## src/hdl/kar_pkg.sv

```systemverilog
// shared widths and register codes for the key auto-repeat tracker
// no dependencies; imported by kar_div and key_auto_repeat_tracker
`timescale 1ns / 1ps
`default_nettype none

package kar_pkg;

    localparam int unsigned IDX_W   = 5;
    localparam int unsigned TICK_W  = 16;
    localparam int unsigned CAP_W   = 8;
    localparam int unsigned ACC_W   = 32;
    localparam int unsigned CFG_W   = 16;
    localparam int unsigned CFG_IDX_W = 2;

    localparam logic [CFG_IDX_W-1:0] REG_INITIAL_DELAY   = 2'd0;
    localparam logic [CFG_IDX_W-1:0] REG_REPEAT_INTERVAL = 2'd1;

    localparam logic [CFG_W-1:0] DELAY_RESET    = 16'd500;
    localparam logic [CFG_W-1:0] INTERVAL_RESET = 16'd100;

    typedef struct packed {
        logic                done;
        logic [ACC_W-1:0]    quotient;
        logic [TICK_W-1:0]   remainder;
    } div_result_t;

endpackage

`default_nettype wire

```

## src/hdl/kar_div.sv

```systemverilog
// bit-serial restoring divider: 32-bit accumulator by 16-bit interval
// one quotient bit per cycle; depends on kar_pkg
`timescale 1ns / 1ps
`default_nettype none

module kar_div (
    input  wire logic                      clk,
    input  wire logic                      rst_n,
    input  wire logic                      start,
    input  wire logic [kar_pkg::ACC_W-1:0]  dividend,
    input  wire logic [kar_pkg::TICK_W-1:0] divisor,
    output kar_pkg::div_result_t            result
);
    import kar_pkg::*;

    localparam int unsigned CntW = $clog2(ACC_W + 1);

    logic [ACC_W-1:0]  dvd_reg;
    logic [ACC_W-1:0]  quo_reg;
    logic [TICK_W-1:0] rem_reg;
    logic [TICK_W-1:0] dsr_reg;
    logic [CntW-1:0]   cnt_reg;
    logic              busy_reg;
    logic              done_reg;

    logic [TICK_W:0]   trial;
    logic              fits;

    // shift the next dividend bit into the partial remainder
    assign trial = {rem_reg, dvd_reg[ACC_W-1]};
    assign fits  = trial >= {1'b0, dsr_reg};

    always_ff @(posedge clk or negedge rst_n)
    begin
        if (!rst_n)
        begin
            busy_reg <= 1'b0;
            done_reg <= 1'b0;
            cnt_reg  <= '0;
        end
        else
        begin
            done_reg <= 1'b0;
            if (start)
            begin
                busy_reg <= 1'b1;
                cnt_reg  <= CntW'(ACC_W);
            end
            else if (busy_reg)
            begin
                cnt_reg <= cnt_reg - 1'b1;
                if (cnt_reg == CntW'(1))
                begin
                    busy_reg <= 1'b0;
                    done_reg <= 1'b1;
                end
            end
        end
    end

    always_ff @(posedge clk)
    begin
        if (start)
        begin
            dvd_reg <= dividend;
            quo_reg <= '0;
            rem_reg <= '0;
            // zero interval behaves as one
            dsr_reg <= (divisor == '0) ? TICK_W'(1) : divisor;
        end
        else if (busy_reg)
        begin
            dvd_reg <= {dvd_reg[ACC_W-2:0], 1'b0};
            quo_reg <= {quo_reg[ACC_W-2:0], fits};
            rem_reg <= fits ? TICK_W'(trial - {1'b0, dsr_reg}) : trial[TICK_W-1:0];
        end
    end

    assign result.done      = done_reg;
    assign result.quotient  = quo_reg;
    assign result.remainder = rem_reg;

endmodule

`default_nettype wire

```

## src/hdl/key_auto_repeat_tracker.sv

```systemverilog
// key auto-repeat tracker: from accept to result valid, rejects and releases pass S_ADD
// then S_DONE; items that stop at the press or the initial delay also pass S_DELAY; when the
// repeat interval is divided into the accumulator S_DSTART and S_DWAIT follow, and S_MSUB
// when the cap cuts the quotient short; the bit-serial divider (one quotient bit per cycle) sets the wait.
// one request in flight; the next is taken the cycle after the result is parked.
// reset (async, active low): registers 500/100, nothing tracked, accumulator 0.
`timescale 1ns / 1ps
`default_nettype none

module key_auto_repeat_tracker #(
    parameter int unsigned BUTTON_COUNT = 16
) (
    input  wire logic                         clk,
    input  wire logic                         rst_n,
    // configuration write port
    input  wire logic                         cfg_write,
    input  wire logic [kar_pkg::CFG_IDX_W-1:0] cfg_index,
    input  wire logic [kar_pkg::CFG_W-1:0]     cfg_data,
    // request channel
    input  wire logic                         in_valid,
    output logic                              in_stall,
    input  wire logic [kar_pkg::IDX_W-1:0]     button_index,
    input  wire logic                         current_down,
    input  wire logic                         previous_down,
    input  wire logic [kar_pkg::TICK_W-1:0]    elapsed_ticks,
    input  wire logic [kar_pkg::CAP_W-1:0]     catch_up_cap,
    // result channel
    output logic                              out_valid,
    input  wire logic                         out_stall,
    output logic                              accepted,
    output logic [kar_pkg::CAP_W-1:0]          trigger_count,
    output logic [kar_pkg::TICK_W-1:0]         ticks_to_next
);
    import kar_pkg::*;

    // tracked_button value that means no button is held
    localparam logic [IDX_W-1:0] NoneTracked = IDX_W'(BUTTON_COUNT);
    localparam int unsigned      ProdW       = CAP_W + TICK_W;

    typedef enum logic [2:0] {
        S_IDLE,
        S_ADD,     // validate request, add elapsed ticks
        S_DELAY,   // initial delay step
        S_DSTART,  // launch the serial divide
        S_DWAIT,   // wait for quotient, apply catch-up cap
        S_MSUB,    // cap hit: take remaining cap * interval off the accumulator
        S_DONE     // park the result in the output register
    } state_t;

    state_t            state_reg;

    // configuration and tracking state
    logic [CFG_W-1:0]  cfg_delay_reg;
    logic [CFG_W-1:0]  cfg_interval_reg;
    logic [CFG_W-1:0]  active_delay_reg;
    logic [CFG_W-1:0]  active_interval_reg;
    logic [ACC_W-1:0]  accum_reg;
    logic [IDX_W-1:0]  tracked_reg;
    logic              repeating_reg;

    // per-request working values
    logic              res_acc_reg;
    logic [CAP_W-1:0]  tc_reg;
    logic              out_valid_reg;

    // request latch (payload, no reset)
    logic [IDX_W-1:0]  idx_reg;
    logic              cur_reg;
    logic              prev_reg;
    logic [TICK_W-1:0] elapsed_reg;
    logic [CAP_W-1:0]  cap_reg;
    logic [ProdW-1:0]  prod_reg;

    logic [0:0]        acc_out_reg;
    logic [CAP_W-1:0]  tc_out_reg;
    logic [TICK_W-1:0] ttn_out_reg;

    // serial divider
    logic              div_start;
    div_result_t       div_res;

    // combinational helpers
    logic              tracking;
    logic              bad_req;
    logic              starts;
    logic [ACC_W:0]    sum_w;
    logic [CAP_W:0]    tc_inc;
    logic [CAP_W-1:0]  remaining;
    logic              q_ge;
    logic              out_free;
    logic              in_take;
    logic [CFG_W-1:0]  dur;
    logic [TICK_W-1:0] ttn;

    assign in_take  = in_valid && !in_stall;
    assign in_stall = (state_reg != S_IDLE);
    assign out_free = !out_valid_reg || !out_stall;

    assign tracking = (tracked_reg != NoneTracked);
    // out-of-range button, zero cap, or a second button while one is held
    assign bad_req  = (idx_reg >= NoneTracked) || (cap_reg == '0)
                      || (tracking && (idx_reg != tracked_reg));
    // fresh press also when the edge was missed while nothing was tracked
    assign starts   = !prev_reg || !tracking;
    assign sum_w    = {1'b0, (starts ? '0 : accum_reg)} + (ACC_W + 1)'(elapsed_reg);

    assign tc_inc    = {1'b0, tc_reg} + 1'b1;
    assign remaining = cap_reg - tc_reg;
    // quotient at or above what the cap still allows
    assign q_ge      = (|div_res.quotient[ACC_W-1:CAP_W])
                       || (div_res.quotient[CAP_W-1:0] >= remaining);

    assign div_start = (state_reg == S_DSTART);

    // ticks until next trigger, from the state after the request
    assign dur = repeating_reg ? active_interval_reg : active_delay_reg;
    always_comb
    begin
        if (tracking && ((ACC_W)'(dur) > accum_reg))
        begin
            ttn = TICK_W'(dur - accum_reg[TICK_W-1:0]);
        end
        else
        begin
            ttn = '0;
        end
    end

    kar_div u_div (
        .clk      (clk),
        .rst_n    (rst_n),
        .start    (div_start),
        .dividend (accum_reg),
        .divisor  (active_interval_reg),
        .result   (div_res)
    );

    // sequencer, tracking state and output valid
    always_ff @(posedge clk or negedge rst_n)
    begin
        if (!rst_n)
        begin
            state_reg           <= S_IDLE;
            cfg_delay_reg       <= DELAY_RESET;
            cfg_interval_reg    <= INTERVAL_RESET;
            active_delay_reg    <= DELAY_RESET;
            active_interval_reg <= INTERVAL_RESET;
            accum_reg           <= '0;
            tracked_reg         <= NoneTracked;
            repeating_reg       <= 1'b0;
            res_acc_reg         <= 1'b0;
            tc_reg              <= '0;
            out_valid_reg       <= 1'b0;
        end
        else
        begin
            if (out_valid_reg && !out_stall)
            begin
                out_valid_reg <= 1'b0;
            end

            // zero writes are dropped; while nothing is tracked the active copy follows
            if (cfg_write && (cfg_data != '0))
            begin
                if (cfg_index == REG_INITIAL_DELAY)
                begin
                    cfg_delay_reg <= cfg_data;
                    if (!tracking)
                    begin
                        active_delay_reg <= cfg_data;
                    end
                end
                else if (cfg_index == REG_REPEAT_INTERVAL)
                begin
                    cfg_interval_reg <= cfg_data;
                    if (!tracking)
                    begin
                        active_interval_reg <= cfg_data;
                    end
                end
            end

            unique case (state_reg)
                S_IDLE:
                begin
                    if (in_take)
                    begin
                        state_reg <= S_ADD;
                    end
                end

                S_ADD:
                begin
                    priority if (bad_req)
                    begin
                        res_acc_reg <= 1'b0;
                        tc_reg      <= '0;
                        state_reg   <= S_DONE;
                    end
                    else if (!cur_reg)
                    begin
                        // release drops tracking and re-latches the registers
                        active_delay_reg    <= cfg_delay_reg;
                        active_interval_reg <= cfg_interval_reg;
                        accum_reg           <= '0;
                        tracked_reg         <= NoneTracked;
                        repeating_reg       <= 1'b0;
                        res_acc_reg         <= 1'b1;
                        tc_reg              <= '0;
                        state_reg           <= S_DONE;
                    end
                    else if (sum_w[ACC_W])
                    begin
                        // accumulator overflow rejects, state untouched
                        res_acc_reg <= 1'b0;
                        tc_reg      <= '0;
                        state_reg   <= S_DONE;
                    end
                    else
                    begin
                        if (starts)
                        begin
                            active_delay_reg    <= cfg_delay_reg;
                            active_interval_reg <= cfg_interval_reg;
                            tracked_reg         <= idx_reg;
                            repeating_reg       <= 1'b0;
                        end
                        accum_reg   <= sum_w[ACC_W-1:0];
                        res_acc_reg <= 1'b1;
                        tc_reg      <= CAP_W'(starts);
                        state_reg   <= S_DELAY;
                    end
                end

                S_DELAY:
                begin
                    priority if (tc_reg >= cap_reg)
                    begin
                        state_reg <= S_DONE;
                    end
                    else if (repeating_reg)
                    begin
                        state_reg <= S_DSTART;
                    end
                    else if (accum_reg < ACC_W'(active_delay_reg))
                    begin
                        state_reg <= S_DONE;
                    end
                    else
                    begin
                        // initial delay elapsed: first repeat trigger
                        accum_reg     <= accum_reg - ACC_W'(active_delay_reg);
                        repeating_reg <= 1'b1;
                        tc_reg        <= tc_inc[CAP_W-1:0];
                        state_reg     <= (tc_inc >= {1'b0, cap_reg}) ? S_DONE : S_DSTART;
                    end
                end

                S_DSTART:
                begin
                    state_reg <= S_DWAIT;
                end

                S_DWAIT:
                begin
                    if (div_res.done)
                    begin
                        if (q_ge)
                        begin
                            // cap reached, surplus intervals stay banked
                            tc_reg    <= cap_reg;
                            state_reg <= S_MSUB;
                        end
                        else
                        begin
                            accum_reg <= ACC_W'(div_res.remainder);
                            tc_reg    <= tc_reg + div_res.quotient[CAP_W-1:0];
                            state_reg <= S_DONE;
                        end
                    end
                end

                S_MSUB:
                begin
                    accum_reg <= accum_reg - ACC_W'(prod_reg);
                    state_reg <= S_DONE;
                end

                S_DONE:
                begin
                    if (out_free)
                    begin
                        out_valid_reg <= 1'b1;
                        state_reg     <= S_IDLE;
                    end
                end

                default:
                begin
                    state_reg <= S_IDLE;
                end
            endcase
        end
    end

    // request latch
    always_ff @(posedge clk)
    begin
        if (in_take)
        begin
            idx_reg     <= button_index;
            cur_reg     <= current_down;
            prev_reg    <= previous_down;
            elapsed_reg <= elapsed_ticks;
            cap_reg     <= catch_up_cap;
        end
    end

    // remaining cap * interval, registered ahead of the subtract
    always_ff @(posedge clk)
    begin
        if ((state_reg == S_DWAIT) && div_res.done && q_ge)
        begin
            prod_reg <= ProdW'(remaining) * ProdW'(active_interval_reg);
        end
    end

    // result payload
    always_ff @(posedge clk)
    begin
        if ((state_reg == S_DONE) && out_free)
        begin
            acc_out_reg <= res_acc_reg;
            tc_out_reg  <= tc_reg;
            ttn_out_reg <= ttn;
        end
    end

    assign out_valid     = out_valid_reg;
    assign accepted      = acc_out_reg[0];
    assign trigger_count = tc_out_reg;
    assign ticks_to_next = ttn_out_reg;

    // nothing tracked means a cleared accumulator and no repeat phase
    a_idle_clear : assert property (@(posedge clk) disable iff (!rst_n)
        (state_reg == S_IDLE) && !tracking |-> (accum_reg == '0) && !repeating_reg)
        else $error("idle tracker holds stale timing state");

    // divider only reports while the sequencer waits for it
    a_div_done : assert property (@(posedge clk) disable iff (!rst_n)
        div_res.done |-> (state_reg == S_DWAIT))
        else $error("divider finished outside wait state");

    // triggers never exceed the cap of the request
    a_cap : assert property (@(posedge clk) disable iff (!rst_n)
        (state_reg == S_DONE) |-> (tc_reg <= cap_reg) || !res_acc_reg)
        else $error("trigger count above catch-up cap");

    // a rejected request carries no triggers
    a_reject : assert property (@(posedge clk) disable iff (!rst_n)
        (state_reg == S_DONE) && !res_acc_reg |-> (tc_reg == '0))
        else $error("rejected request reports triggers");

    // a new request only enters after the previous result is parked
    a_one_inflight : assert property (@(posedge clk) disable iff (!rst_n)
        (state_reg == S_DONE) && out_free |=> (state_reg == S_IDLE) && out_valid_reg)
        else $error("result hand-off lost");

endmodule

`default_nettype wire
```

## config.mk

```make
export PLATFORM = sky130hd
export DESIGN_NAME = key_auto_repeat_tracker
export DESIGN_NICKNAME = d
export VERILOG_FILES = /design/src/hdl/kar_pkg.sv /design/src/hdl/kar_div.sv /design/src/hdl/key_auto_repeat_tracker.sv
export SDC_FILE = /design/constraint.sdc
export NUM_CORES = 1
export LEC_CHECK = 0
export BUFFER_PORTS_ARGS = -buffer_cell sky130_fd_sc_hd__buf_4
export CAP_MARGIN = 30
export CORE_ASPECT_RATIO = 0.75
export CORE_MARGIN = 1.5
export CORE_UTILIZATION = 42
export DETAILED_ROUTE_END_ITERATION = 8
export RECOVER_POWER = 50
export SYNTH_ARGS = -nofsm -noshare
export SYNTH_HDL_FRONTEND = slang
export SYNTH_HIERARCHICAL = 1
export SYNTH_SLANG_ARGS = --single-unit
```

## constraint.sdc

```tcl
create_clock -name clk -period 9.4 [get_ports clk]
set_input_delay 0.47 -clock clk [delete_from_list [all_inputs] [get_ports clk]]
set_output_delay 0.47 -clock clk [all_outputs]
set_load 0.01 [all_outputs]
```

==> results by group <==
Flow run
  • Max-cap viol count: 4

Routing
  • Drt initial violations: between 1.5k and 2k
  • Ratio of routed vias to standard cells: roughly 5.7
  • Wire length reported by the detailed router: about 68 mm
  • Remaining antenna violation count: 0
  • Total via count in the routed design: 18.5k
  • Detailed Routing Iterations Pass 1: 5
  • Post-detailed-route wirelength per cell: 21.2 um
  • Post-route DRC: 0

Synth
  • Cell taking the most area after synthesis: sky130_fd_sc_hd__edfxtp_1
  • Cell count after synthesis: 2,424
  • Simple-gate share of the synthesized area: ~15%
  • Number of enable-type register cells in the synthesized netlist: 128
  • Flops & latches, synth: between 200 and 300
  • XOR/XNOR share of the synthesized area: 4.22%
  • Mean post-synth cell area: ~9.5 um^2
  • Share of Yosys cell area claimed by the top area cell type: about 17%
  • Synthesized area: approximately 23,000 um^2
  • Synthesized netlist net count: around 2.7k
  • Synthesized-area fraction occupied by ao, oa, aoi and oai cells: between 15 and 20%
  • Most common cell in the synthesized netlist: sky130_fd_sc_hd__inv_1
  • Post-synthesis adder-cell area fraction: about 17%
  • Share of synthesized flip-flops with an asynchronous set or reset: about two fifths
  • Most used flip-flop cell after synthesis: sky130_fd_sc_hd__edfxtp_1
  • Number of library cell types mapped by synthesis: 100
  • Largest cells by area after synthesis: sky130_fd_sc_hd__edfxtp_1 (17%), sky130_fd_sc_hd__dfrtp_1 (11%), sky130_fd_sc_hd__ha_1 (9.1%), sky130_fd_sc_hd__fa_1 (7.9%), sky130_fd_sc_hd__dfxtp_1 (4.2%)
  • Mux contribution to synthesized area: under 10%
  • Count of warnings emitted by yosys: 6
  • Main combinational cell family by area after synthesis: adder cells
  • Sequential element share of the synthesized area: 34.3%
  • Most frequent cells after synthesis: sky130_fd_sc_hd__inv_1 (245), sky130_fd_sc_hd__nor2_1 (194), sky130_fd_sc_hd__ha_1 (167)

Global route
  • Antenna violations before repair: 1
  • Grt ovf: 0
  • Largest net degree at the start of global routing: 76
  • Number of global-route vias before repair: between 15k and 20k
  • Overall Global Routing Usage: about a quarter
  • First-pass GRT wire length: 105 mm

Placed design
  • HPWL after detailed placement: approximately 51 mm
  • Port bufs: 80
  • Placer congestion estimate: slightly above 0.9
  • Cell area after placement: approximately 24,000 um^2

Timing
  • RSZ-0062 raised after global routing: false
  • Relative slew margins: -117%
  • Post-route clock skew: ~0.027 ns
  • Slew of the pin with the lowest slew margin: around 3.3 ns
  • Number of max-slew violations in the final report: roughly 170
  • Final hold vios: 0
  • Clock period minus final worst setup slack: 7.85 ns
  • Total Negative Setup Slacks: 0 ns
  • Final count of negative-setup-slack endpoints: 0
  • Timing-limited maximum frequency: ~0.13 GHz
  • Final worst path period share: 83.5%

Finish
  • Ratio of cells with drive above 1 in the final layout: a little over a tenth
  • Non-Filler Cell Area, Final: ~25,000 um^2
  • Count of nets after finishing: about 2.8k
  • Synthesis-to-finish area growth: 9.50%

Clock tree
  • Clock latency reported for the late side of the worst-skew pair: between 0.5 and 0.6 ns
  • Max clock buf depth: 3
  • CTS buffer count: 36
  • Clock tree from TritonCTS: built
  • Clk Tree Root Cell: sky130_fd_sc_hd__clkbuf_16
  • H-tree depth: 2
  • Number of cells upsized or downsized after cts: 0
  • Number of clock sinks seen by CTS: between 200 and 300
  • Clock slew seen by the registers of the worst setup and hold paths: about 0.060 ns
  • Post-CTS Setup Inserts: 0

Worst setup path
  • Type of the worst setup path: flip-flop to flip-flop
  • R2R Path End: prod_reg[23]
  • Crit path launch: tc_reg[1]
  • Crit path capture type: flip-flop
  • Required time reported for the critical path endpoint: roughly 9.7 ns
  • Maximum single-stage delay on the critical path: roughly 0.57 ns
  • Last element of the critical path: prod_reg[23]
  • Maximum fanout count along the critical path: 17
  • Crit Reg-Reg Startpoint: tc_reg[1]
  • R2R cell count: 29
  • FF-to-FF setup slack: roughly 1.5 ns
  • Critical path launch point type: flip-flop
  • Critical path arrival: ~8 ns
  • Library cell contributing the largest single delay on the critical path: sky130_fd_sc_hd__a2111oi_0

Floorplanning
  • Placeable core area: roughly 54,000 um^2
  • Die extent in x: 274 um
  • Number of standard-cell rows in the floorplan: 74
  • Starting utilization of the core area: ~42%
  • Count of boundary I/O pins: 81
  • Vertical die dimension: 206 um
  • Die Area: about 56,000 um^2

Outcome
  • Status: finished, violations left
  • Violations in the final reports: capacitance limit, slew limit

Worst hold path
  • Worst hold path type: input pin to flip-flop
## cells in the final DEF, fill, tap and decap left out, drive strengths merged, types with 19 or more instances in the layout
cell    netlist  final
nand4        21     21
nand2b       22     22
clkbuf       86    111
nor3         46     46
a211oi       27     27
nor2        194    194
nor2b        22     22
xor2         37     37
ha          167    167
a21o         39     39
mux2         66     66
nand3        40     40
dfxtp        48     48
dfrtp       104    104
and2         96     96
o21a         28     28
mux2i        87     87
edfxtp      128    128
dfstp        19     19
buf          26     47
fa           91     91
xnor2        74     74
o21ai       131    131
inv         245    251
nand2       146    146
nor4         24     24
a21oi       153    153
and3         29     29
## metrics by stage
stage	hold WS (ns)	instances	utilization (%)	setup slack, ns
final	0.0907	3212	46.4	1.55
after global routing	0.0694	3211	46.4	1.04
after CTS	0.0416	3210	46.7	1.66
after detailed placement	0.482	3143	44.5	1.70
after global placement	0.476	3140	44.4	1.83
after floorplan	0.174	2424	-	2.46
## kinds of logic after synthesis
group                    count (synthesis)
multiplexers                           153
flip-flops                             299
adder cells (fa/ha/maj)                258
buffers and inverters                  360
XOR/XNOR                               111
AO/OA/AOI/OAI                          551
AND/OR/NAND/NOR                        692
## timing repair
item,CTS,global route
hold buffers,1,0
endpoints found under the hold margin,45,0
setup endpoints to repair,0,0
## worst min path at each step
stage	startpoint	end	slack, ns	cells after the start
floorplan	rst_n	accum_reg[0]	0.17	0
global placement	rst_n	accum_reg[29]	0.48	1
detailed placement	rst_n	accum_reg[29]	0.48	1
CTS	elapsed_ticks[2]	elapsed_reg[2]	0.04	1
global route	elapsed_ticks[2]	elapsed_reg[2]	0.07	1
finish	elapsed_ticks[2]	elapsed_reg[2]	0.09	1
## metal layers
metal | vias up | global-route usage [%] | share of wire [%]
li1 | 8632 | - | -
met1 | 9042 | 36.0 | 48
met2 | 680 | 35.2 | 42
met3 | 101 | 5.52 | 8.4
met4 | 0 | 6.77 | 2.5
met5 | - | 0 | 0
## worst max-delay path, delay by kind of cell, from the launching register on
family                   cells  cell delay [ns]
XOR/XNOR                     2             0.29
flip-flops                   1             0.49
AO/OA/AOI/OAI               12             2.90
AND/OR/NAND/NOR              4             0.55
buffers and inverters        5             0.55
adder cells (fa/ha/maj)      6             2.81
## area by class of cell
type	count	area, um^2
flip-flops and latches	299	7910
multi-input cells	1765	13600
fillers	5241	29100
repair buffers	113	747
clock inverters	20	194
well taps	722	903
diodes	1	2.50
clock buffers	46	968
inverters	246	923
Power is not shown: default switching activity piles up to over one toggle a cycle in this logic, so the estimate is an artifact.
